### src/ubh_pkg.sv
// ----------------------------------------------------------------------------
// ubh_pkg: shared types and constants of the bootloader host engine.
// Holds the command codes, the status codes and the item types that pass
// between the front and back halves.
// ----------------------------------------------------------------------------
package ubh_pkg;

    localparam logic [1:0] CMD_START   = 2'd0;
    localparam logic [1:0] CMD_PAYLOAD = 2'd1;
    localparam logic [1:0] CMD_RECEIVE = 2'd2;
    localparam logic [1:0] CMD_TICK    = 2'd3;

    localparam logic [2:0] ST_OK      = 3'd0;
    localparam logic [2:0] ST_NACK    = 3'd1;
    localparam logic [2:0] ST_TIMEOUT = 3'd2;
    localparam logic [2:0] ST_LENGTH  = 3'd3;
    localparam logic [2:0] ST_UNKNOWN = 3'd4;

    localparam logic [7:0] ACK_BYTE  = 8'h79;
    localparam logic [7:0] NACK_BYTE = 8'h1F;
    localparam logic [7:0] SYNC_BYTE = 8'h7F;
    localparam logic [7:0] EXT_ERASE_OP = 8'h44;

    localparam logic [3:0] REQ_SYNC    = 4'd0;
    localparam logic [3:0] REQ_GET     = 4'd1;
    localparam logic [3:0] REQ_VERSION = 4'd2;
    localparam logic [3:0] REQ_ID      = 4'd3;
    localparam logic [3:0] REQ_READ    = 4'd4;
    localparam logic [3:0] REQ_GO      = 4'd5;
    localparam logic [3:0] REQ_WRITE   = 4'd6;
    localparam logic [3:0] REQ_ERASE   = 4'd7;
    localparam logic [3:0] REQ_EXTERA  = 4'd8;
    localparam logic [3:0] REQ_WPROT   = 4'd9;
    localparam logic [3:0] REQ_LAST    = 4'd12;

    // One classified input item handed from front to back.
    typedef struct packed {
        logic [1:0]  command;
        logic [3:0]  request;
        logic [31:0] target_address;
        logic [8:0]  byte_count;
        logic        erase_all;
        logic [7:0]  data_byte;
    } item_t;

    // One result item.
    typedef struct packed {
        logic        tx_valid;
        logic [7:0]  tx_byte;
        logic        reply_valid;
        logic [7:0]  reply_byte;
        logic        done_res;
        logic [2:0]  status;
        logic [3:0]  error_flags;
        logic        ext_erase_supported;
        logic [15:0] device_id;
        logic        last;
    } result_t;

    function automatic logic [7:0] opcode_of(input logic [3:0] req);
        case (req)
            4'd0:    opcode_of = 8'h7F;
            4'd1:    opcode_of = 8'h00;
            4'd2:    opcode_of = 8'h01;
            4'd3:    opcode_of = 8'h02;
            4'd4:    opcode_of = 8'h11;
            4'd5:    opcode_of = 8'h21;
            4'd6:    opcode_of = 8'h31;
            4'd7:    opcode_of = 8'h43;
            4'd8:    opcode_of = 8'h44;
            4'd9:    opcode_of = 8'h63;
            4'd10:   opcode_of = 8'h73;
            4'd11:   opcode_of = 8'h82;
            4'd12:   opcode_of = 8'h92;
            default: opcode_of = 8'h00;
        endcase
    endfunction

endpackage

### src/uart_bootloader_host_engine_core.sv
// Path: an item enters the front register, then the queue, then the
// sequencer's event buffer; its results leave through the output register.
// Flow: the sequencer takes a new item only after it has emitted every
// result of the last one; an item yields up to five results.
// Reset: synchronous active-low aresetn clears phase, flags and queue;
// timeouts return to 5000 and 30000 ticks.
// ----------------------------------------------------------------------------
// uart_bootloader_host_engine_core: host side of a serial bootloader link.
// Front stage, item queue and protocol sequencer with configuration regs.
// ----------------------------------------------------------------------------
module uart_bootloader_host_engine_core
    import ubh_pkg::*;
#(
    parameter int MAX_BLOCK = 256
) (
    input  logic        aclk,
    input  logic        aresetn,
    input  logic        cfg_valid,
    output logic        cfg_ready,
    input  logic [0:0]  cfg_index,
    input  logic [31:0] cfg_data,
    input  logic        s_valid,
    output logic        s_ready,
    input  logic [1:0]  s_command,
    input  logic [3:0]  s_request,
    input  logic [31:0] s_target_address,
    input  logic [8:0]  s_byte_count,
    input  logic        s_erase_all,
    input  logic [7:0]  s_data_byte,
    output logic        m_valid,
    input  logic        m_ready,
    output logic        m_tx_valid,
    output logic [7:0]  m_tx_byte,
    output logic        m_reply_valid,
    output logic [7:0]  m_reply_byte,
    output logic        m_done_res,
    output logic [2:0]  m_status,
    output logic [3:0]  m_error_flags,
    output logic        m_ext_erase_supported,
    output logic [15:0] m_device_id,
    output logic        m_last
);

    localparam logic CFG_REPLY = 1'b0;
    localparam logic CFG_ERASE = 1'b1;

    logic [15:0] reply_to_reg;
    logic [19:0] erase_to_reg;

    assign cfg_ready = 1'b1;

    // Configuration registers.
    always_ff @(posedge aclk) begin
        if (!aresetn) begin
            reply_to_reg <= 16'd5000;
            erase_to_reg <= 20'd30000;
        end else if (cfg_valid) begin
            case (cfg_index)
                CFG_REPLY: reply_to_reg <= cfg_data[15:0];
                CFG_ERASE: erase_to_reg <= cfg_data[19:0];
                default: ;
            endcase
        end
    end

    logic    fq_valid, fq_ready, qb_valid, qb_ready;
    item_t   fq_item, qb_item;
    result_t res;

    ubh_front u_front (
        .aclk, .aresetn, .s_valid, .s_ready, .s_command, .s_request,
        .s_target_address, .s_byte_count, .s_erase_all, .s_data_byte,
        .q_valid(fq_valid), .q_ready(fq_ready), .q_item(fq_item)
    );

    ubh_queue u_queue (
        .aclk, .aresetn, .wr_valid(fq_valid), .wr_ready(fq_ready), .wr_item(fq_item),
        .rd_valid(qb_valid), .rd_ready(qb_ready), .rd_item(qb_item)
    );

    ubh_back #(.MAX_BLOCK(MAX_BLOCK)) u_back (
        .aclk, .aresetn, .reply_timeout(reply_to_reg), .erase_timeout(erase_to_reg),
        .q_valid(qb_valid), .q_ready(qb_ready), .q_item(qb_item),
        .m_valid, .m_ready, .m_res(res)
    );

    assign m_tx_valid            = res.tx_valid;
    assign m_tx_byte             = res.tx_byte;
    assign m_reply_valid         = res.reply_valid;
    assign m_reply_byte          = res.reply_byte;
    assign m_done_res            = res.done_res;
    assign m_status              = res.status;
    assign m_error_flags         = res.error_flags;
    assign m_ext_erase_supported = res.ext_erase_supported;
    assign m_device_id           = res.device_id;
    assign m_last                = res.last;

    // A status code other than ok only comes with a finished request.
    a_status_done: assert property (@(posedge aclk) disable iff (!aresetn)
        m_valid && m_status != ST_OK |-> m_done_res)
        else $error("status without done");

    // A transmitted byte never coincides with a forwarded reply byte.
    a_tx_reply: assert property (@(posedge aclk) disable iff (!aresetn)
        m_valid |-> !(m_tx_valid && m_reply_valid))
        else $error("tx and reply in one result");

    // A done result is always the last of its item.
    a_done_last: assert property (@(posedge aclk) disable iff (!aresetn)
        m_valid && m_done_res |-> m_last)
        else $error("done result not last");

endmodule

### src/ubh_queue.sv
// ----------------------------------------------------------------------------
// ubh_queue: short item queue between the front and back halves.
// A four-entry FIFO of register slots so either side may stall alone.
// ----------------------------------------------------------------------------
module ubh_queue
    import ubh_pkg::*;
(
    input  logic  aclk,
    input  logic  aresetn,
    input  logic  wr_valid,
    output logic  wr_ready,
    input  item_t wr_item,
    output logic  rd_valid,
    input  logic  rd_ready,
    output item_t rd_item
);

    localparam int DEPTH = 4;

    item_t      slot_reg [DEPTH];
    logic [1:0] wptr_reg, rptr_reg;
    logic [2:0] count_reg;

    assign wr_ready = (count_reg != 3'(DEPTH));
    assign rd_valid = (count_reg != 3'd0);
    assign rd_item  = slot_reg[rptr_reg];

    // Pointer and fill count upkeep.
    always_ff @(posedge aclk) begin
        if (!aresetn) begin
            wptr_reg  <= '0;
            rptr_reg  <= '0;
            count_reg <= '0;
        end else begin
            if (wr_valid && wr_ready) begin
                slot_reg[wptr_reg] <= wr_item;
                wptr_reg <= wptr_reg + 2'd1;
            end
            if (rd_valid && rd_ready) begin
                rptr_reg <= rptr_reg + 2'd1;
            end
            count_reg <= count_reg + 3'(wr_valid && wr_ready) - 3'(rd_valid && rd_ready);
        end
    end

endmodule

### src/ubh_front.sv
// ----------------------------------------------------------------------------
// ubh_front: input stage of the bootloader host engine.
// Registers each accepted request and forwards it to the queue.
// ----------------------------------------------------------------------------
module ubh_front
    import ubh_pkg::*;
(
    input  logic        aclk,
    input  logic        aresetn,
    input  logic        s_valid,
    output logic        s_ready,
    input  logic [1:0]  s_command,
    input  logic [3:0]  s_request,
    input  logic [31:0] s_target_address,
    input  logic [8:0]  s_byte_count,
    input  logic        s_erase_all,
    input  logic [7:0]  s_data_byte,
    output logic        q_valid,
    input  logic        q_ready,
    output item_t       q_item
);

    logic  hold_reg;
    item_t item_reg;

    assign s_ready = !hold_reg || q_ready;
    assign q_valid = hold_reg;
    assign q_item  = item_reg;

    // Single register stage; refilled in the cycle it drains.
    always_ff @(posedge aclk) begin
        if (!aresetn) begin
            hold_reg <= 1'b0;
        end else begin
            if (s_valid && s_ready) begin
                hold_reg <= 1'b1;
                item_reg <= '{command: s_command, request: s_request,
                              target_address: s_target_address,
                              byte_count: s_byte_count, erase_all: s_erase_all,
                              data_byte: s_data_byte};
            end else if (q_ready) begin
                hold_reg <= 1'b0;
            end
        end
    end

endmodule

### src/ubh_back.sv
// ----------------------------------------------------------------------------
// ubh_back: protocol sequencer of the bootloader host engine.
// Takes an item from the queue, works out its up to five results combinationally,
// then emits them one per cycle through an output register while it is free.
// ----------------------------------------------------------------------------
module ubh_back
    import ubh_pkg::*;
#(
    parameter int MAX_BLOCK = 256
) (
    input  logic        aclk,
    input  logic        aresetn,
    input  logic [15:0] reply_timeout,
    input  logic [19:0] erase_timeout,
    input  logic        q_valid,
    output logic        q_ready,
    input  item_t       q_item,
    output logic        m_valid,
    input  logic        m_ready,
    output result_t     m_res
);

    typedef enum logic [3:0] {
        PH_IDLE, PH_ACK_CMD, PH_ACK_ADDR, PH_ACK_LEN, PH_ACK_FINAL,
        PH_ACK_ERASE, PH_PAYLOAD, PH_REPLY_LEN, PH_REPLY_BODY
    } phase_t;

    typedef struct packed {
        logic       txv;
        logic [7:0] tx;
        logic       rv;
        logic [7:0] rb;
        logic       done;
        logic [2:0] st;
    } ev_t;

    localparam logic [8:0] MAXB = 9'(MAX_BLOCK);

    phase_t      phase_reg, phase_next;
    logic [3:0]  areq_reg, areq_next;
    logic [31:0] addr_reg, addr_next;
    logic [8:0]  left_reg, left_next;
    logic [7:0]  csum_reg, csum_next;
    logic [19:0] wait_reg, wait_next;
    logic        ext_reg, ext_next;
    logic [3:0]  err_reg, err_next;
    logic [15:0] id_reg, id_next;
    logic [8:0]  ridx_reg, ridx_next;

    // Event buffer of the item being emitted.
    ev_t        ev_reg [5];
    ev_t        ev_next [5];
    logic [2:0] n_next, n_reg, pos_reg;
    logic       busy_reg;
    logic       out_valid_reg;
    result_t    out_reg;

    // Emission drains events; a new item is taken whenever the buffer is empty,
    // whether or not the output register is free.
    logic take;
    logic out_free;
    assign out_free = !out_valid_reg || m_ready;
    assign q_ready  = !busy_reg;
    assign take     = q_valid && !busy_reg;
    assign m_valid  = out_valid_reg;
    assign m_res    = out_reg;

    // Next-state computation for one item, in the model's order.
    always_comb begin
        logic [3:0]  req;
        logic        need_len;
        logic [7:0]  b, n, a3, a2, a1, a0, op;
        logic [19:0] limit;
        logic [2:0]  k;
        phase_next = phase_reg; areq_next = areq_reg; addr_next = addr_reg;
        left_next = left_reg; csum_next = csum_reg; wait_next = wait_reg;
        ext_next = ext_reg; err_next = err_reg; id_next = id_reg; ridx_next = ridx_reg;
        for (int i = 0; i < 5; i++) ev_next[i] = '0;
        k = 3'd0;
        b = q_item.data_byte;
        req = q_item.request;
        need_len = 1'b0;
        n = 8'd0; op = 8'd0; limit = 20'd0;
        a3 = addr_reg[31:24]; a2 = addr_reg[23:16]; a1 = addr_reg[15:8]; a0 = addr_reg[7:0];
        case (q_item.command)
            CMD_START: begin
                if (phase_reg == PH_IDLE && req <= REQ_LAST) begin
                    addr_next = q_item.target_address;
                    left_next = q_item.byte_count;
                    csum_next = 8'd0; ridx_next = 9'd0; wait_next = 20'd0;
                    if (req == REQ_ERASE && ext_reg) req = REQ_EXTERA;
                    if (req == REQ_ERASE && q_item.erase_all) left_next = 9'd0;
                    areq_next = req;
                    need_len = req == REQ_READ || req == REQ_WRITE || req == REQ_WPROT
                        || (req == REQ_ERASE && !q_item.erase_all);
                    op = opcode_of(req);
                    if (need_len && (q_item.byte_count == 9'd0 || q_item.byte_count > MAXB)) begin
                        err_next = err_reg | 4'b0100;
                        phase_next = PH_IDLE;
                        ev_next[0] = '{txv:0, tx:0, rv:0, rb:0, done:1, st:ST_LENGTH};
                        k = 3'd1;
                    end else if (req == REQ_SYNC) begin
                        ev_next[0] = '{txv:1, tx:SYNC_BYTE, rv:0, rb:0, done:0, st:0};
                        k = 3'd1;
                        phase_next = PH_ACK_FINAL;
                    end else begin
                        ev_next[0] = '{txv:1, tx:op, rv:0, rb:0, done:0, st:0};
                        ev_next[1] = '{txv:1, tx:~op, rv:0, rb:0, done:0, st:0};
                        k = 3'd2;
                        phase_next = PH_ACK_CMD;
                    end
                end
            end
            CMD_PAYLOAD: begin
                if (phase_reg == PH_PAYLOAD) begin
                    ev_next[0] = '{txv:1, tx:b, rv:0, rb:0, done:0, st:0};
                    k = 3'd1;
                    csum_next = csum_reg ^ b;
                    left_next = left_reg - 9'd1;
                    if (left_next == 9'd0) begin
                        ev_next[1] = '{txv:1, tx:csum_next, rv:0, rb:0, done:0, st:0};
                        k = 3'd2;
                        phase_next = PH_ACK_FINAL; wait_next = 20'd0;
                    end
                end
            end
            CMD_RECEIVE: begin
                if (phase_reg inside {PH_ACK_CMD, PH_ACK_ADDR, PH_ACK_LEN,
                                      PH_ACK_FINAL, PH_ACK_ERASE}) begin
                    wait_next = 20'd0;
                    if (b == ACK_BYTE) begin
                        n = 8'(left_reg - 9'd1);
                        case (phase_reg)
                            PH_ACK_CMD: begin
                                if (areq_reg == REQ_GET || areq_reg == REQ_ID) begin
                                    phase_next = PH_REPLY_LEN;
                                end else if (areq_reg == REQ_VERSION) begin
                                    left_next = 9'd3; ridx_next = 9'd0;
                                    phase_next = PH_REPLY_BODY;
                                end else if (areq_reg >= REQ_READ && areq_reg <= REQ_WRITE) begin
                                    ev_next[0] = '{txv:1, tx:a3, rv:0, rb:0, done:0, st:0};
                                    ev_next[1] = '{txv:1, tx:a2, rv:0, rb:0, done:0, st:0};
                                    ev_next[2] = '{txv:1, tx:a1, rv:0, rb:0, done:0, st:0};
                                    ev_next[3] = '{txv:1, tx:a0, rv:0, rb:0, done:0, st:0};
                                    ev_next[4] = '{txv:1, tx:a3^a2^a1^a0, rv:0, rb:0,
                                                   done:0, st:0};
                                    k = 3'd5;
                                    phase_next = PH_ACK_ADDR;
                                end else if (areq_reg == REQ_ERASE && left_reg == 9'd0) begin
                                    ev_next[0] = '{txv:1, tx:8'hFF, rv:0, rb:0, done:0, st:0};
                                    ev_next[1] = '{txv:1, tx:8'h00, rv:0, rb:0, done:0, st:0};
                                    k = 3'd2;
                                    phase_next = PH_ACK_ERASE;
                                end else if (areq_reg == REQ_ERASE || areq_reg == REQ_WPROT) begin
                                    ev_next[0] = '{txv:1, tx:n, rv:0, rb:0, done:0, st:0};
                                    k = 3'd1;
                                    csum_next = n;
                                    phase_next = PH_PAYLOAD;
                                end else if (areq_reg == REQ_EXTERA) begin
                                    ev_next[0] = '{txv:1, tx:8'hFF, rv:0, rb:0, done:0, st:0};
                                    ev_next[1] = '{txv:1, tx:8'hFF, rv:0, rb:0, done:0, st:0};
                                    ev_next[2] = '{txv:1, tx:8'h00, rv:0, rb:0, done:0, st:0};
                                    k = 3'd3;
                                    phase_next = PH_ACK_ERASE;
                                end else begin
                                    phase_next = PH_ACK_FINAL;
                                end
                            end
                            PH_ACK_ADDR: begin
                                if (areq_reg == REQ_READ) begin
                                    ev_next[0] = '{txv:1, tx:n, rv:0, rb:0, done:0, st:0};
                                    ev_next[1] = '{txv:1, tx:~n, rv:0, rb:0, done:0, st:0};
                                    k = 3'd2;
                                    phase_next = PH_ACK_LEN;
                                end else if (areq_reg == REQ_WRITE) begin
                                    ev_next[0] = '{txv:1, tx:n, rv:0, rb:0, done:0, st:0};
                                    k = 3'd1;
                                    csum_next = n;
                                    phase_next = PH_PAYLOAD;
                                end else begin
                                    phase_next = PH_IDLE;
                                    ev_next[0] = '{txv:0, tx:0, rv:0, rb:0, done:1, st:ST_OK};
                                    k = 3'd1;
                                end
                            end
                            PH_ACK_LEN: begin
                                ridx_next = 9'd0;
                                phase_next = PH_REPLY_BODY;
                            end
                            default: begin
                                phase_next = PH_IDLE;
                                ev_next[0] = '{txv:0, tx:0, rv:0, rb:0, done:1, st:ST_OK};
                                k = 3'd1;
                            end
                        endcase
                    end else if (b == NACK_BYTE) begin
                        err_next = err_reg | 4'b0001;
                        phase_next = PH_IDLE;
                        ev_next[0] = '{txv:0, tx:0, rv:0, rb:0, done:1, st:ST_NACK};
                        k = 3'd1;
                    end else begin
                        err_next = err_reg | 4'b1000;
                        phase_next = PH_IDLE;
                        ev_next[0] = '{txv:0, tx:0, rv:0, rb:0, done:1, st:ST_UNKNOWN};
                        k = 3'd1;
                    end
                end else if (phase_reg == PH_REPLY_LEN) begin
                    ev_next[0] = '{txv:0, tx:0, rv:1, rb:b, done:0, st:0};
                    k = 3'd1;
                    left_next = {1'b0, b} + 9'd1;
                    ridx_next = 9'd0; wait_next = 20'd0;
                    phase_next = PH_REPLY_BODY;
                end else if (phase_reg == PH_REPLY_BODY) begin
                    ev_next[0] = '{txv:0, tx:0, rv:1, rb:b, done:0, st:0};
                    k = 3'd1;
                    if (areq_reg == REQ_GET && ridx_reg != 9'd0 && b == EXT_ERASE_OP)
                        ext_next = 1'b1;
                    if (areq_reg == REQ_ID) begin
                        if (ridx_reg == 9'd0) id_next = {b, id_reg[7:0]};
                        else if (ridx_reg == 9'd1) id_next = {id_reg[15:8], b};
                    end
                    ridx_next = ridx_reg + 9'd1;
                    left_next = left_reg - 9'd1;
                    wait_next = 20'd0;
                    if (left_next == 9'd0) begin
                        if (areq_reg == REQ_READ) begin
                            phase_next = PH_IDLE;
                            ev_next[1] = '{txv:0, tx:0, rv:0, rb:0, done:1, st:ST_OK};
                            k = 3'd2;
                        end else begin
                            phase_next = PH_ACK_FINAL;
                        end
                    end
                end
            end
            default: begin
                if (phase_reg != PH_IDLE && phase_reg != PH_PAYLOAD) begin
                    limit = (phase_reg == PH_ACK_ERASE) ? erase_timeout
                                                        : {4'd0, reply_timeout};
                    if ({1'b0, wait_reg} + 21'd1 >= {1'b0, limit}) begin
                        err_next = err_reg | 4'b0010;
                        phase_next = PH_IDLE; wait_next = 20'd0;
                        ev_next[0] = '{txv:0, tx:0, rv:0, rb:0, done:1, st:ST_TIMEOUT};
                        k = 3'd1;
                    end else begin
                        wait_next = wait_reg + 20'd1;
                    end
                end
            end
        endcase
        n_next = k;
    end

    // State update and event emission.
    always_ff @(posedge aclk) begin
        if (!aresetn) begin
            phase_reg <= PH_IDLE;
            areq_reg <= '0; addr_reg <= '0; left_reg <= '0; csum_reg <= '0;
            wait_reg <= '0; ext_reg <= 1'b0; err_reg <= '0; id_reg <= '0;
            ridx_reg <= '0;
            busy_reg <= 1'b0; n_reg <= '0; pos_reg <= '0;
            out_valid_reg <= 1'b0;
        end else begin
            // The output register is loaded by an emission, else freed on accept.
            if (!take && busy_reg && out_free) out_valid_reg <= 1'b1;
            else if (m_ready) out_valid_reg <= 1'b0;
            if (take) begin
                phase_reg <= phase_next; areq_reg <= areq_next; addr_reg <= addr_next;
                left_reg <= left_next; csum_reg <= csum_next; wait_reg <= wait_next;
                ext_reg <= ext_next; err_reg <= err_next; id_reg <= id_next;
                ridx_reg <= ridx_next;
                for (int i = 0; i < 5; i++) ev_reg[i] <= ev_next[i];
                n_reg <= n_next; pos_reg <= 3'd0;
                busy_reg <= (n_next != 3'd0);
            end else if (busy_reg && out_free) begin
                out_reg <= '{tx_valid: ev_reg[pos_reg].txv, tx_byte: ev_reg[pos_reg].tx,
                             reply_valid: ev_reg[pos_reg].rv,
                             reply_byte: ev_reg[pos_reg].rb,
                             done_res: ev_reg[pos_reg].done, status: ev_reg[pos_reg].st,
                             error_flags: err_reg, ext_erase_supported: ext_reg,
                             device_id: id_reg, last: (pos_reg + 3'd1 == n_reg)};
                pos_reg <= pos_reg + 3'd1;
                if (pos_reg + 3'd1 == n_reg) busy_reg <= 1'b0;
            end
        end
    end

endmodule

### config.mk
export PLATFORM = sky130hd
export DESIGN_NAME = uart_bootloader_host_engine_core
export DESIGN_NICKNAME = d
export VERILOG_FILES = /design/src/ubh_pkg.sv /design/src/uart_bootloader_host_engine_core.sv /design/src/ubh_queue.sv /design/src/ubh_front.sv /design/src/ubh_back.sv
export SDC_FILE = /design/constraint.sdc
export NUM_CORES = 1
export LEC_CHECK = 0
export BUFFER_PORTS_ARGS = -buffer_cell sky130_fd_sc_hd__buf_2
export CAP_MARGIN = 5
export CORE_ASPECT_RATIO = 0.9
export CORE_MARGIN = 8
export CORE_UTILIZATION = 45
export DETAILED_ROUTE_END_ITERATION = 7
export SYNTH_ARGS = -nofsm -noshare
export SYNTH_HDL_FRONTEND = slang
export SYNTH_SLANG_ARGS = --single-unit
### constraint.sdc
create_clock -name aclk -period 4.7 [get_ports aclk]
set_input_delay 0.705 -clock aclk [delete_from_list [all_inputs] [get_ports aclk]]
set_output_delay 0.705 -clock aclk [all_outputs]
set_load 0.1 [all_outputs]
==> impl_metrics.csv, run 1 <==
group,metric,value,unit
run_status,status,"finished, final reports clean",
placed_design,dp_hpwl,37300,µm
setup_path,critPathRequiredTime,5.22,ns
clock_tree,path_clk_slew,0.06,ns
drt,wl_met1,24700,µm
placed_design,pre_cts_ws,0.330,ns
die,start_util,45.3,%
sta,period_minus_slack,4.27,ns
cells_and_area,largest_reg_flops,224,
setup_path,worstSetupPathType,"reg2reg",
global_routing,grt_max_degree,117,
setup_path,cp_cell_sequence,"ha_1, nand4_1, nor4_1, nand2_1, xnor2_1, ha_1, and4_1, nand2_1, or4_1, o22ai_1, nor3_1, a211o_4, or4_1, a21oi_1",
synthesis,synth_top_area_cell,"edfxtp_1",
placed_design,portBuffers,127,
drt,drt-total-wl,55100,µm
setup_path,cpPeakStageDelay,0.50,ns
clock_tree,cts_sinks,543,
global_routing,grt_pass1_vias,14800,
synthesis,netlist_instances,1836,
placed_design,dp_cells,2583,
synthesis,yosys-top-cells-area,"edfxtp_1, dfxtp_1, mux4_2",
setup_path,critPathArrivalTime,4.79,ns
clock_tree,cts_inserted_buffers,56,
placed_design,postPlaceCellArea,24700,µm²
synthesis,seq_area_frac_synth,63.1,%
min_path,hold_class,"in2reg",
placed_design,gp_congestion,0.902,
setup_path,critPathLaunchType,"flop",
synthesis,yosys_warnings,0,
die,io_pins,141,
drt,vias,14800,
sta,rsz0062_at_grt,"false",
sta,hold_viol,0,
power,p_leak,9.27,nW
drt,wl_per_cell,20.5,µm
cells_and_area,regArea,14700,µm²
cells_and_area,diodes,0,
setup_path,crit_fanout,8,
clock_tree,cts_tree,"built",
synthesis,netlist_area,23300,µm²
power,p_per_area,555,nW/µm²
sta,setup_tns,0,ns
sta,setup_ws,0.425,ns
synthesis,postSynthAreaPerCell,12.7,µm²
global_routing,grt_pass1_wl,86100,µm
drt,vias_per_cell,5.50,
drt,drt-initial-drc-count,1183,
clock_tree,htreeDepth,2,
drt,drc,0,
sta,fin_skew,0.0581,ns
global_routing,antenna_found_initial,0,
run,max-cap-violations,0,
synthesis,syn_nets,1980,
setup_path,end_kind,"flop",
drt,wl_met2,26100,µm
synthesis,synth_edf_count,382,
synthesis,ys_ff_latch,543,
setup_path,reg2reg_slack,0.43,ns
cells_and_area,layout-drive-gt1-share,17.6,%
sta,tightest_slew,0.941,ns
sta,maxSlewHeadroom,37.3,%
global_routing,grt_use_total,18.3,%
synthesis,synth_flop_cell,"edfxtp_1",
synthesis,synth_top_area_share,49.2,%
power,ir_worst_vdd,344,µV
die,die_h,232,µm
clock_tree,clock_path_buffers,3,
synthesis,postSynth.asyncResetShare,0,%
synthesis,synth_cell_types,79,
setup_path,slowest_stage,"nor4_1",
cells_and_area,syn_to_final_growth,14.3,%
cells_and_area,layout.cells.non_filler,2686,
drt,top_layer,"met4",
clock_tree,insertion_delay,0.64,ns
die,core,51400,µm²
die,die_w,256,µm
cells_and_area,multi_input_area,8060,µm²
sta,slew_viol_final,0,
sta,fmax,0.234,GHz
drt,route.met3.wl,3100,µm
cells_and_area,fin_nets,2097,
drt,final_antenna_net_count,0,
cells_and_area,fin_area,26600,µm²
global_routing,overflow,0,
die,dieArea,59300,µm²
cells_and_area,num-fill-cells,4466,
sta,final-setup-viol-count,0,
die,num_rows,79,
drt,drt_pre_antenna_iters,7,
sta,finalCritPeriodShare,91.0,%
clock_tree,cts-root-buf,"clkbuf_16",
-- path summary, 6_finish.rpt --
check,start,to,depth (start not counted)
worst max-delay path,u_back.wait_reg[0]$_SDFFE_PN0P_,u_back.phase_reg[1]$_SDFFE_PN0P_,14
worst min-delay path,s_target_address[21],u_front.q_item[39]$_DFFE_PP_,1
worst max register to register,u_back.wait_reg[0]$_SDFFE_PN0P_,u_back.phase_reg[1]$_SDFFE_PN0P_,14
worst min register to register,u_back.id_reg[11]$_SDFFE_PN0P_,u_back.m_res[12]$_DFFE_PP_,0
-- kinds of logic after synthesis --
family	share of synthesized area, %
AO/OA/AOI/OAI	8.10
XOR/XNOR	3.23
adder cells (fa/ha/maj)	2.72
buffers and inverters	2.53
flip-flops	63.1
multiplexers	8.29
other	0.0161
AND/OR/NAND/NOR	12.0
-- per-stage QoR --
stage | utilization (%) | hold WS [ns] | power, mW
3_5_place_dp | 48.0 | 0.417 | 10.2
3_3_place_gp | 48.0 | 0.417 | 10.2
6_report | 51.8 | 0.239 | 14.8
5_1_grt | 51.8 | 0.212 | 15.5
4_1_cts | 51.8 | 0.197 | 14.9
2_1_floorplan | - | 0.408 | 8.99
-- per-layer routing --
metal | up-vias | track usage [%]
met5 | - | 0
met1 | 7228 | 24.9
met4 | 0 | 4.99
met3 | 82 | 3.29
li1 | 7027 | -
met2 | 428 | 30.1
-- what timing repair did --
action / in CTS / in global routing
hold buffers: 0 / 0
endpoints found under the setup margin: 0 / 1
setup buffers: 0 / 0
resized for setup: 0 / 1
-- placed cells by master, fill, tap and decap left out, drive strengths merged, types with 33 or more instances in the layout --
cell	n
nand3	62
clkbuf	64
buf	162
a21oi	126
xnor2	53
ha	49
inv	39
o21ai	67
mux2i	38
xor2	33
and2	42
edfxtp	382
dfxtp	161
mux4	64
nand2	226
nor2	127
-- cells in the mapped netlist (all sizes together), types with 19 or more instances --
| cell | count |
|---|---|
| a21oi | 126 |
| and2 | 42 |
| and3 | 22 |
| buf | 27 |
| clkbuf | 76 |
| dfxtp | 161 |
| edfxtp | 382 |
| ha | 49 |
| inv | 38 |
| mux2i | 38 |
| mux4 | 64 |
| nand2 | 226 |
| nand2b | 22 |
| nand3 | 62 |
| nor2 | 127 |
| nor3 | 27 |
| o21ai | 67 |
| o22ai | 19 |
| xnor2 | 53 |
| xor2 | 33 |
-- power breakdown --
group | internal [mW] | switching, mW | total (mW)
registers | 5.66 | 0.350 | 6.01
logic | 1.42 | 2.71 | 4.13
clock network | 2.75 | 1.89 | 4.64
-- final cells by class --
class	instances	share of cell area (%)
clock buffer	64	5.37
clock inverter	39	1.94
inverter	39	0.554
multi-input combinational	1151	30.2
sequential	543	55.2
tap	688	3.23
timing repair buffer	162	3.47
-- worst max-delay path, delay by kind of cell, from the launching register on --
family          cells  cell delay (ns)
fa+ha+maj           2             0.61
xor+xnor            1             0.19
flops               1             0.42
compound gates      3             0.71
simple gates        8             2.23
No activity file was read; power rests on OpenSTA's default activity.
==> inputs of run 2 (changes only) <==
--- a/config.mk
+++ b/config.mk
@@ -11,6 +11,7 @@
 export CORE_MARGIN = 8
 export CORE_UTILIZATION = 45
 export DETAILED_ROUTE_END_ITERATION = 7
+export MAX_ROUTING_LAYER = met4
 export SYNTH_ARGS = -nofsm -noshare
 export SYNTH_HDL_FRONTEND = slang
 export SYNTH_SLANG_ARGS = --single-unit
==> run 2 against run 1 <==
Utilization decreased by 0.16 points; critical path depth unchanged; critical path type unchanged; clock power decreased by 4%; largest power group unchanged; count of clock-buffer cells in the layout increased by 16; register-to-register slack got worse by 0.10 ns; sequential power about the same; clock skew decreased by 0.023 ns; setup slack got worse by 0.10 ns; non-clock buffer count unchanged; global-route usage increased by 0.49 points; sequential share of layout area increased by 0.17 points.
==> impl_metrics.csv, run 2 (same netlist as run 1, synthesis figures left out) <==
group,metric,value,unit
run_status,status,"finished, final reports clean",
clock_tree,cts_sinks,543,
setup_path,crit_fanout,8,
drt,final_antenna_net_count,0,
drt,drt-initial-drc-count,1025,
power,ir_worst_vdd,306,µV
sta,rsz0062_at_grt,"false",
sta,finalCritPeriodShare,93.1,%
global_routing,grt_pass1_vias,14800,
clock_tree,cts-root-buf,"clkbuf_16",
sta,fin_skew,0.0353,ns
drt,drt_pre_antenna_iters,8,
global_routing,grt_pass1_wl,85800,µm
cells_and_area,multi_input_area,8050,µm²
global_routing,antenna_found_initial,0,
setup_path,end_kind,"flop",
setup_path,endpoint,"u_back.phase_reg[1]$_SDFFE_PN0P_",
cells_and_area,largest_reg_flops,224,
placed_design,gp_congestion,0.893,
cells_and_area,final_common_cell,"edfxtp_1",
die,io_pins,141,
setup_path,reg2reg_depth,14,
placed_design,portBuffers,127,
cells_and_area,regArea,14700,µm²
sta,tightest_slew,0.998,ns
min_path,hold_class,"in2reg",
sta,final-setup-viol-count,0,
clock_tree,htreeDepth,2,
die,start_util,45.3,%
clock_tree,cts_inserted_buffers,56,
drt,vias,14700,
sta,setup_tns,0,ns
placed_design,dp_hpwl,37700,µm
global_routing,grt_use_total,18.8,%
die,num_rows,79,
die,die_w,256,µm
setup_path,cp-startpoint,"u_back.wait_reg[2]$_SDFFE_PN0P_",
drt,drt-total-wl,55000,µm
setup_path,critPathLaunchType,"flop",
cells_and_area,diodes,0,
sta,period_minus_slack,4.38,ns
run,max-cap-violations,0,
clock_tree,cts_hold_repair.buffers,0,
cells_and_area,syn_to_final_growth,14.0,%
power,p_leak,9.23,nW
cells_and_area,layout_common_cells,"edfxtp_1, nand2_1, dfxtp_1",
clock_tree,cts_tree,"built",
clock_tree,path_clk_slew,0.07,ns
clock_tree,clock_path_buffers,3,
drt,vias_per_cell,5.47,
drt,wl_per_cell,20.5,µm
setup_path,r2r-end,"u_back.phase_reg[1]$_SDFFE_PN0P_",
clock_tree,insertion_delay,0.63,ns
clock_tree,cts_setup_buffers,0,
die,core,51400,µm²
setup_path,worstSetupPathType,"reg2reg",
setup_path,critPathRequiredTime,5.24,ns
sta,whs,0.245,ns
sta,fmax,0.228,GHz
drt,drc,0,
clock_tree,ctsResizeCount,0,
global_routing,overflow,0,
setup_path,reg2reg_slack,0.32,ns
sta,hold_viol,0,
power,p_per_area,549,nW/µm²
sta,slew_viol_final,0,
die,die_h,232,µm
cells_and_area,fin_nets,2097,
global_routing,grt_max_degree,117,
sta,maxSlewHeadroom,33.3,%
cells_and_area,layout-drive-gt1-share,17.3,%
cells_and_area,num-fill-cells,4451,
setup_path,critPathArrivalTime,4.92,ns
die,dieArea,59300,µm²
setup_path,rr_startpoint,"u_back.wait_reg[2]$_SDFFE_PN0P_",
run 2: cell count changes in the layout (fill, tap and decap cells not counted), sizes merged:
cell      change
bufinv        -5
clkbuf       +16
clkinv        -7
clkinvlp      -2
run 2: layout make-up:
class | instances | area share (%)
clock inverters | 25 | 1.20
multi-input cells | 1151 | 30.3
well taps | 688 | 3.24
flip-flops and latches | 543 | 55.4
repair buffers | 162 | 3.48
inverters | 39 | 0.556
clock buffers | 80 | 5.84
run 2: worst min-delay path by stage:
stage	start	end	slack, ns	cells after the start
after floorplan	u_back.id_reg[0]$_SDFFE_PN0P_	u_back.m_res[1]$_DFFE_PP_	0.41	0
after global placement	u_back.id_reg[13]$_SDFFE_PN0P_	u_back.m_res[14]$_DFFE_PP_	0.42	0
after detailed placement	u_back.id_reg[15]$_SDFFE_PN0P_	u_back.m_res[16]$_DFFE_PP_	0.42	0
after CTS	s_target_address[31]	u_front.q_item[49]$_DFFE_PP_	0.21	1
after global routing	s_target_address[6]	u_front.q_item[24]$_DFFE_PP_	0.22	1
final	s_data_byte[2]	u_front.q_item[2]$_DFFE_PP_	0.25	1
run 2: per-stage QoR:
step	utilization (%)	setup WS (ns)	total power, mW	instances	cell area, µm²
after floorplan	-	0.750	8.99	1836	23300
after global placement	48.0	0.361	10.2	2583	24700
after detailed placement	48.0	0.339	10.2	2583	24700
after CTS	51.7	0.319	14.7	2688	26600
after global routing	51.7	0.0510	15.3	2688	26600
final	51.7	0.322	14.6	2688	26600
run 2: power by group:
part	leakage (nW)	internal, mW	switching [mW]
sequential	4.83	5.66	0.358
clock	0.903	2.59	1.85
combinational	3.50	1.41	2.72
run 2: worst max-delay path, stage by stage, from the launching register on:
cell	delay, ns
dfxtp_1	0.42
and3_1	0.18
nand3_1	0.17
or2_2	0.39
nor3_1	0.56
nand3_1	0.18
xnor2_1	0.36
ha_1	0.26
nand2_1	0.05
or4_1	0.49
o22ai_1	0.22
nor3_1	0.11
a211o_4	0.31
or4_1	0.47
a21oi_1	0.14
run 2: metal layers:
layer	vias to the layer above	wire [µm]	global-route usage [%]
met1	7267	25200	24.9
li1	7014	-	-
met5	-	0	-
met4	0	989	4.78
met3	63	2630	2.73
met2	363	26200	30.4
==> inputs of run 3 (changes only) <==
==> constraint.sdc (replaced) <==
create_clock -name aclk -period 4.7 [get_ports aclk]
set_input_delay 1.41 -clock aclk [delete_from_list [all_inputs] [get_ports aclk]]
set_output_delay 1.41 -clock aclk [all_outputs]
set_load 0.1 [all_outputs]
==> run 3 against run 2 <==
Sequential power is essentially flat; sequential share of layout area decreased by 0.32 points; final cell count rose by 0.30%; die area stayed put; utilization up 0.30 points; register-to-register slack gained 0.12 ns; combinational power about the same; total power grew 0.60%; setup slack improved by 0.12 ns; critical endpoint unchanged; highest routed layer unchanged.
==> impl_metrics.csv, run 3 (same netlist as run 1, synthesis figures left out) <==
group,metric,value,unit
run_status,status,"finished, final reports clean",
cells_and_area,layout_common_cells,"edfxtp_1, nand2_1, dfxtp_1",
sta,hold_viol,0,
clock_tree,cts_tree,"built",
power,power.share.clock,31.0,%
global_routing,antenna_found_initial,0,
clock_tree,cts_inserted_buffers,57,
clock_tree,cts_sinks,543,
sta,fin_skew,0.0383,ns
power,p_per_area,550,nW/µm²
drt,drt_pre_antenna_iters,6,
power,finalPower,14.7,mW
setup_path,critPathRequiredTime,5.23,ns
power,power.switching,4.93,mW
die,die_h,232,µm
drt,drc,0,
die,die_w,256,µm
sta,finalCritPeriodShare,90.6,%
drt,drt-initial-drc-count,1195,
global_routing,overflow,0,
cells_and_area,layout-drive-gt1-share,17.7,%
clock_tree,ctsResizeCount,0,
die,start_util,45.3,%
sta,period_minus_slack,4.26,ns
cells_and_area,final_common_cell,"edfxtp_1",
clock_tree,insertion_delay,0.63,ns
sta,setup_tns,0,ns
die,io_pins,141,
placed_design,dp_hpwl,38000,µm
sta,fmax,0.235,GHz
drt,vias,14800,
clock_tree,path_clk_slew,0.06,ns
clock_tree,cts-root-buf,"clkbuf_16",
drt,vias_per_cell,5.49,
clock_tree,clock_path_buffers,3,
setup_path,crit_fanout,8,
sta,rsz0062_at_grt,"false",
cells_and_area,largest_reg_flops,224,
power,sw_frac_of_total,33.6,%
placed_design,dp_cells,2588,
power,ir_worst_vdd,310,µV
sta,final-setup-viol-count,0,
cells_and_area,syn_to_final_growth,14.6,%
sta,slew_viol_final,0,
drt,wl_per_cell,20.3,µm
cells_and_area,fin_nets,2104,
sta,whs,0.434,ns
setup_path,critPathLaunchType,"flop",
power,p_leak,9.31,nW
run,max-cap-violations,0,
setup_path,worstSetupPathType,"reg2reg",
clock_tree,htreeDepth,2,
setup_path,cpPeakStageDelay,0.55,ns
setup_path,end_kind,"flop",
cells_and_area,layout.cells.non_filler,2696,
die,num_rows,79,
global_routing,grt_use_total,18.7,%
placed_design,portBuffers,127,
setup_path,critPathArrivalTime,4.79,ns
global_routing,grt_max_degree,76,
setup_path,cp_cell_sequence,"ha_1, nand4_1, nor4_1, nand2_1, xnor2_1, ha_1, and4_1, nand2_1, or4_1, o22ai_1, nor3_1, a211o_4, or4_1, a21oi_1",
cells_and_area,diodes,0,
power,p_comb_share,28.0,%
global_routing,grt_pass1_wl,85900,µm
drt,drt-total-wl,54700,µm
min_path,hold_class,"reg2reg",
sta,tightest_slew,1.01,ns
sta,maxSlewHeadroom,32.8,%
drt,final_antenna_net_count,0,
power,p_seq_share,41.0,%
setup_path,slowest_stage,"nor4_1",
die,core,51400,µm²
clock_tree,cts_setup_buffers,0,
clock_tree,cts_hold_repair.buffers,0,
power,p_int,9.75,mW
placed_design,gp_congestion,0.895,
global_routing,grt_pass1_vias,15000,
die,dieArea,59300,µm²
-- run 3: cell count changes in the layout (fill, tap and decap cells not counted), moves of 2 or more --
| cell | change |
|---|---|
| and3_2 | +4 |
| and3_4 | -4 |
| buf_12 | +4 |
| bufinv_16 | +2 |
| clkbuf_1 | -9 |
| clkbuf_8 | -3 |
| clkinv_1 | +6 |
| clkinv_2 | +3 |
-- run 3: routing by layer --
| layer | part of all wire, % | track usage (%) | vias to the layer above |
|---|---|---|---|
| met2 | 48 | 30.3 | 358 |
| met1 | 45 | 24.6 | 7321 |
| met5 | 0 | - | - |
| li1 | - | - | 7026 |
| met4 | 2.1 | 4.71 | 0 |
| met3 | 4.4 | 3.12 | 89 |
-- run 3: final cells by class --
| class | count | area, µm² |
|---|---|---|
| clock buffer | 69 | 1500 |
| clock inverter | 38 | 435 |
| fill | 4426 | 24700 |
| inverter | 39 | 148 |
| multi-input combinational | 1151 | 8040 |
| sequential | 543 | 14700 |
| tap | 688 | 861 |
| timing repair buffer | 168 | 1020 |
-- run 3: power groups by stage --
stage	clock [mW]	combinational, mW	sequential [mW]
2_1_floorplan	0	2.82	6.17
3_3_place_gp	0	4.07	6.10
3_5_place_dp	0	4.10	6.12
4_1_cts	4.68	4.12	6.02
5_1_grt	4.87	4.49	6.07
6_report	4.55	4.11	6.02
-- run 3: final timing paths --
check / slack, ns / depth (start not counted) / endpoint / startpoint
setup / recovery: 0.44 / 14 / u_back.phase_reg[1]$_SDFFE_PN0P_ / u_back.wait_reg[0]$_SDFFE_PN0P_
hold / removal: 0.43 / 0 / u_back.m_res[19]$_DFFE_PP_ / u_back.err_reg[1]$_SDFFE_PN0P_
setup reg to reg: 0.44 / 14 / u_back.phase_reg[1]$_SDFFE_PN0P_ / u_back.wait_reg[0]$_SDFFE_PN0P_
hold reg to reg: 0.43 / 0 / u_back.m_res[19]$_DFFE_PP_ / u_back.err_reg[1]$_SDFFE_PN0P_
-- run 3: worst max-delay path, delay by kind of cell (launching register included) --
| kind | cells | cell delay (ns) |
|---|---|---|
| AND/OR/NAND/NOR | 8 | 2.28 |
| AO/OA/AOI/OAI | 3 | 0.67 |
| adder cells (fa/ha/maj) | 2 | 0.60 |
| flip-flops | 1 | 0.43 |
| XOR/XNOR | 1 | 0.18 |
-- run 3: metrics by stage --
step | utilization (%) | setup WS, ns | area [µm²]
3_5_place_dp | 48.2 | 0.437 | 24800
6_report | 52.0 | 0.441 | 26700
4_1_cts | 51.9 | 0.389 | 26700
3_3_place_gp | 48.2 | 0.520 | 24800
5_1_grt | 52.0 | 0.105 | 26700
2_1_floorplan | - | 0.188 | 23300
